===== config.mk =====
export PLATFORM = sky130hd
export DESIGN_NAME = kli_divider
export DESIGN_NICKNAME = d
export VERILOG_FILES = /design/src/hdl/kli_pkg.sv /design/src/hdl/kli_divider.sv
export SDC_FILE = /design/constraint.sdc
export NUM_CORES = 1
export LEC_CHECK = 0
export ABC_AREA = 1
export BUFFER_PORTS_ARGS = -buffer_cell sky130_fd_sc_hd__buf_2
export CAP_MARGIN = 0
export CORE_MARGIN = 4
export CORE_UTILIZATION = 50
export CTS_CLUSTER_DIAMETER = 50
export CTS_CLUSTER_SIZE = 16
export DETAILED_ROUTE_END_ITERATION = 12
export PLACE_DENSITY = 0.76
export SETUP_SLACK_MARGIN = 0.2
export SYNTH_ARGS = -nofsm -noshare
export SYNTH_HDL_FRONTEND = slang
export SYNTH_SLANG_ARGS = --single-unit

===== constraint.sdc =====
create_clock -name clk -period 3 [get_ports clk]
set_input_delay 0.3 -clock clk [delete_from_list [all_inputs] [get_ports clk]]
set_output_delay 0.3 -clock clk [all_outputs]
set_load 0.005 [all_outputs]

===== src/hdl/kli_pkg.sv =====
// Keyframe interpolator package: command and status codes, shared types.
// No dependencies.
package kli_pkg;

  typedef enum logic [1:0] {
    CMD_CLEAR  = 2'd0,
    CMD_APPEND = 2'd1,
    CMD_QUERY  = 2'd2,
    CMD_NOP    = 2'd3
  } cmd_t;

  typedef enum logic [2:0] {
    ST_DONE   = 3'd0,
    ST_EXACT  = 3'd1,
    ST_INTERP = 3'd2,
    ST_NODATA = 3'd3,
    ST_FULL   = 3'd4
  } status_t;

  localparam logic signed [31:0] FULL_TURN = 32'sd23592960;
  localparam int VAL_W = 32;
  localparam int NUM_W = 50;
  localparam int DEN_W = 18;

  typedef struct packed {
    logic start;
    logic signed [NUM_W-1:0] num;
    logic [DEN_W-1:0] den;
  } div_req_t;

  typedef struct packed {
    logic busy;
    logic done;
    logic signed [NUM_W-1:0] quo;
  } div_rsp_t;

endpackage


===== src/hdl/kli_divider.sv =====
// Restoring divider, one quotient bit per cycle, floor semantics.
// Depends on kli_pkg.
module kli_divider (
  input  logic              clk,
  input  logic              rst_n,
  input  kli_pkg::div_req_t req,
  output kli_pkg::div_rsp_t rsp
);

  localparam int NW = kli_pkg::NUM_W;
  localparam int DW = kli_pkg::DEN_W;
  localparam int CW = $clog2(NW + 1);

  logic          busy_r, busy_nxt;
  logic          done_r, done_nxt;
  logic          neg_r, neg_nxt;
  logic [CW-1:0] cnt_r, cnt_nxt;
  logic [NW-1:0] q_r, q_nxt;
  logic [DW:0]   rem_r, rem_nxt;
  logic [DW-1:0] den_r, den_nxt;
  logic [DW:0]   trial;
  logic [DW:0]   shifted;
  logic [NW-1:0] mag;

  always_comb begin
    busy_nxt = busy_r;
    done_nxt = 1'b0;
    neg_nxt  = neg_r;
    cnt_nxt  = cnt_r;
    q_nxt    = q_r;
    rem_nxt  = rem_r;
    den_nxt  = den_r;
    shifted  = {rem_r[DW-1:0], q_r[NW-1]};
    trial    = shifted - {1'b0, den_r};
    mag      = req.num[NW-1] ? NW'(-req.num) : NW'(req.num);
    if (req.start) begin
      busy_nxt = 1'b1;
      neg_nxt  = req.num[NW-1];
      q_nxt    = mag;
      rem_nxt  = '0;
      den_nxt  = req.den;
      cnt_nxt  = CW'(NW);
    end else if (busy_r) begin
      if (!trial[DW]) begin
        rem_nxt = trial;
        q_nxt   = {q_r[NW-2:0], 1'b1};
      end else begin
        rem_nxt = shifted;
        q_nxt   = {q_r[NW-2:0], 1'b0};
      end
      cnt_nxt = cnt_r - 1'b1;
      if (cnt_r == CW'(1)) begin
        busy_nxt = 1'b0;
        done_nxt = 1'b1;
      end
    end
  end

  always_ff @(posedge clk) begin
    if (!rst_n) begin
      busy_r <= 1'b0;
      done_r <= 1'b0;
    end else begin
      busy_r <= busy_nxt;
      done_r <= done_nxt;
    end
    neg_r <= neg_nxt;
    cnt_r <= cnt_nxt;
    q_r   <= q_nxt;
    rem_r <= rem_nxt;
    den_r <= den_nxt;
  end

  // floor for negative: -(q) - (rem != 0)
  always_comb begin
    rsp.busy = busy_r;
    rsp.done = done_r;
    if (neg_r)
      rsp.quo = -$signed(q_r) - ((rem_r != '0) ? NW'(1) : NW'(0));
    else
      rsp.quo = $signed(q_r);
  end

endmodule


* Word-level counts from Yosys, hierarchy flattened *
Cells that the tools add are included.

word-level totals
  flip-flop bits (word level) = 96
  bits of input ports = 71
  output and inout port bits = 52
  word-level logic and storage cells = 29

operators by class
  add/sub/neg operators = 5
  eq/ne operators = 1
  multiplexer cells = 11
  bitwise logic cells = 2
  reductions and logical operators = 3

operator list
  operator                                                            count
  50-bit 2-to-1 mux                                                   4
  50-bit negation                                                     2
  50-bit by 2-bit subtractor with 50-bit output                       1
  19-bit 2-to-1 mux                                                   1
  19-bit nonzero test                                                 1
  19-bit by 18-bit subtractor with 19-bit output                      1
  6-bit by 1-bit == test with 1-bit output, second input constant     1
  1-bit 2-to-1 mux                                                    6
  6-bit by 1-bit subtractor with 6-bit output, second input constant  1
  3-bit OR reduction                                                  1
  1-bit NOT                                                           2
  2-bit nonzero test                                                  1

* Depth between registers and ports, before layout *
  word-level depth = 4
  mapped depth = 20
  mapped depth without buffers = 20

* Least setup slack after synthesis *
No wires, ideal clock.

  path kind = flip-flop to flip-flop
  from = reg q_r[49]
  to = reg rem_r[1]
  library setup time = 0.117 ns
  data arrival time = 2.823 ns
  required time = 2.883 ns
  path slack = 0.060 ns
  cell stages (with the launch flop) = 17
  path buffers = 2
  clock period less this slack = 2.940 ns
  cells stage by stage = edfxtp_1 inv_1 ha_1 fa_1 o21ai_1 nand3_1 nand2_1 nand3_1 nand2_1 a21oi_1 o21bai_1 ha_1 clkbuf_1 inv_1 clkbuf_1 nand2_1 a32o_1

between the ends
  longest elaborated chain between the ends = 2

ends and longest elaborated chain
  item                                            line               text
  start: declaration                              kli_divider.sv:18  logic [NW-1:0] q_r, q_nxt;
  start signal: assignment                        kli_divider.sv:69  q_r <= q_nxt;
  19-bit by 18-bit subtractor with 19-bit output  kli_divider.sv:34  trial = shifted - {1'b0, den_r};
  19-bit 2-to-1 mux                               kli_divider.sv:44  if (!trial[DW]) begin
  end signal: assignment                          kli_divider.sv:70  rem_r <= rem_nxt;
  end: declaration                                kli_divider.sv:19  logic [DW:0] rem_r, rem_nxt;

No other way between the ends.
A chain may end at the register's enable or synchronous reset.

==> impl_metrics.ini <==
[cells_and_area]
multi_input_area_um2 = 8150
drive_gt1_share_pct = 20.2
antennaDiodeCount = 0
fin_nets = 2318
seqCellArea_um2 = 2620
areaGrowthSynthToFinish_pct = 23.3
fin_area_um2 = 14300
nFillCells = 2181

[synthesis]
avgSynthCellArea_um2 = 5.86
synthXorXnorAreaFrac_pct = 3.40
synthCells = 1980
synthSimpleGateAreaFrac_pct = 43.7
ys_seq_elements = 96
ys_top_cells_by_area = nand2_1 (23%), edfxtp_1 (18%), inv_1 (11%)
yosysSeqAreaShare_pct = 22.5
synthFlopType = edfxtp_1
syn_nets = 2125
synth_edf_count = 69
synth_top_area_cell = nand2_1
async_flop_share_pct = 0
yosys.area_share.adder_pct = 8.04
synthTopCellsByCount = nand2_1 (715), inv_1 (353), nor2_1 (162), nand3_1 (147), ha_1 (73)
synth_top_family_by_area = simple AND/OR/NAND/NOR gates
synth_top_area_share_pct = 23.1
synth_compound_area_share_pct = 8.80
synth_mux_area_share_pct = 0
ys_warn_count = 0
synth_most_common_cell = nand2_1
ys_types = 50
synth_area_um2 = 11600

[worst_setup_path]
required_ps = 2700
cpPeakStageDelay_ps = 340
crit_start = rem_r[15]
slowest_stage = dfxtp_2
worstReg2RegStart = q_r[49]
critPathCaptureType = output pin
critical_path_class = flip-flop to output pin
critPathLaunchType = flip-flop
cp_max_fo = 4
critPathBufInv = 5
worstPathArrival_ps = 3260
critPathTopFamily = simple AND/OR/NAND/NOR gates
path_cells = nor4_4, nand4_1, nor4_2, buf_4, ha_4, ha_4, inv_2, ha_4, inv_4, nand2_4, nand2_4, nand3_4, nand2_4, nand2_1, nand3b_1, buf_6, or2_1, nand3_1, o21ai_2, buf_2

[timing]
finalSetupViolations = 46
fin_crit_sh_pct = 119
tightest_slew_ps = 677
rsz0062_at_grt = true
hold_viol = 0
setup_tns_ps = -16670
whs_ps = 112
fin_ws_ps = -562
slew_headroom_pct = 54.9
period_needed_ps = 3560
skew_ps = 12.1
fmax_mhz = 281
maxSlewViolCount = 0

[detailed_routing]
initialDrtViolationCount = 1204
vias_per_cell = 5.36
ant_nets = 0
drc = 0
wl_per_cell_um = 16.2
drt-total-wl_um = 39900
drtPass1Iterations = 5
num_vias = 13213

[placed_design]
place_ws_ps = -310
placed_cell_area_um2 = 12800
gp_congestion = 0.966
numPortBuffers = 122
place_hpwl_um = 30900

[pwr]
p_clk_share_pct = 18.1
ir_drop_v = 0.000276
p_per_area_nw_per_um2 = 446
p_sw_share_pct = 43.4
combPwrFrac_pct = 55.4
power_leakage_nw = 7.75
internal_power_mw = 3.61
p_seq_share_pct = 26.5
power.switching_mw = 2.77

[grt]
grt_max_degree = 54
grt_overflow = 0
track_usage_pct = 29.0
grt_pass1_wl_um = 60800
grt_pass1_vias = 12254
antenna_found_initial = 0

[clock_tree]
clock-sinks = 96
cts.htree.levels = 3
cts_tree = done
clock_path_buffers = 2
cts_buffers = 9
clk_pin_slew_ps = 80
postCtsHoldBufs = 0
clk_latency_ps = 360
cts-root-buf = clkbuf_16

[die]
rows = 55
dieArea_um2 = 25700
die_x_um = 160
io-pin-count = 123
coreArea_um2 = 22700
dieHeight_um = 160
initial_core_util_pct = 51.1

[outcome]
violations = negative setup slack
outcome = complete, but fails checks

[hold_path]
min_from = req[16]
min_path_type = primary input to flip-flop

[flow_run]
max_cap_violations = 0
[cells by family after synthesis]
kind of cell               after synthesis
xor gates and xnor gates                45
DFF                                     96
buffers and inverters                  406
adders and majority gates               74
and+or+nand+nor                       1169
AOI/OAI and AO/OA                      190
[path summary, 6_finish.rpt]
| path | to | slack [ps] | cells past startpoint |
|---|---|---|---|
| worst max register to register | rem_r[1] | 270 | 15 |
| worst min-delay path | den_r[16] | 110 | 1 |
| worst max-delay path | rsp[25] | -560 | 20 |
| worst min register to register | cnt_r[5] | 470 | 2 |
[power by group through the flow]
stage	combinational [mW]	clock [mW]	sequential [mW]
CTS	3.12	1.17	1.68
global placement	2.79	0	1.71
detailed placement	2.84	0	1.71
finish	3.54	1.15	1.69
floorplan	1.94	0	1.65
global route	3.87	1.21	1.70
[stage by stage]
stage / util, % / cells / power, mW
floorplan: - / 1980 / 3.59
global placement: 56.5 / 2409 / 4.50
detailed placement: 56.5 / 2409 / 4.55
CTS: 60.2 / 2440 / 5.96
global route: 63.0 / 2463 / 6.77
finish: 63.0 / 2463 / 6.38
[worst reg2reg max path, cell delays in order (launching register included)]
cell and delay [ps]:
edfxtp_1 350, inv_1 60, ha_2 200, fa_2 420
o21ai_4 200, nand3_2 80, nand2_2 120, nand3_2 90
nand2_2 70, a21oi_1 90, o21bai_2 180, ha_4 260
inv_2 80, buf_4 130, nand2_1 50, a32o_1 240
[layer usage]
metal  GRT usage (%)  routed length, um
met1            40.1              17100
met2            48.1              18400
met3            2.82               3140
met4            8.84               1210
met5               0                  0
[layout make-up]
type	instances	area share, %
clock buffers	11	1.77
clock inverters	5	0.297
inverters	370	9.72
multi-input cells	1478	56.9
flip-flops and latches	96	18.3
well taps	285	2.49
repair buffers	218	10.5
[placed cells by master (no fill, tap or decap), drive strengths merged, types with 3 or more instances in the layout]
master	n
clkbuf	12
buf	217
nor3	8
o21bai	7
xnor2	17
dfxtp	27
a21o	4
edfxtp	69
nand4	32
or2	9
o211ai	3
nor2	202
o22ai	6
nand3	151
clkinv	3
nor4	7
and2	5
nand3b	15
xor2	28
inv	371
ha	73
a21oi	67
o21ai	94
nand2	739
[registers in the layout, summed over array words and instances (netlist names)]
register and cells:
q_r 50, cnt_r 6, busy_r 1, neg_r 1, den_r 18, done_r 1, rem_r 19
[repair_timing]
item | CTS | global route
hold endpoints to repair | 0 | 0
setup endpoints to repair | 66 | 67
gates cloned | 0 | 1
pin swaps | 36 | 41
setup buffers | 15 | 22
gates resized for setup | 106 | 103
No activity file was read; power rests on OpenSTA's default activity.
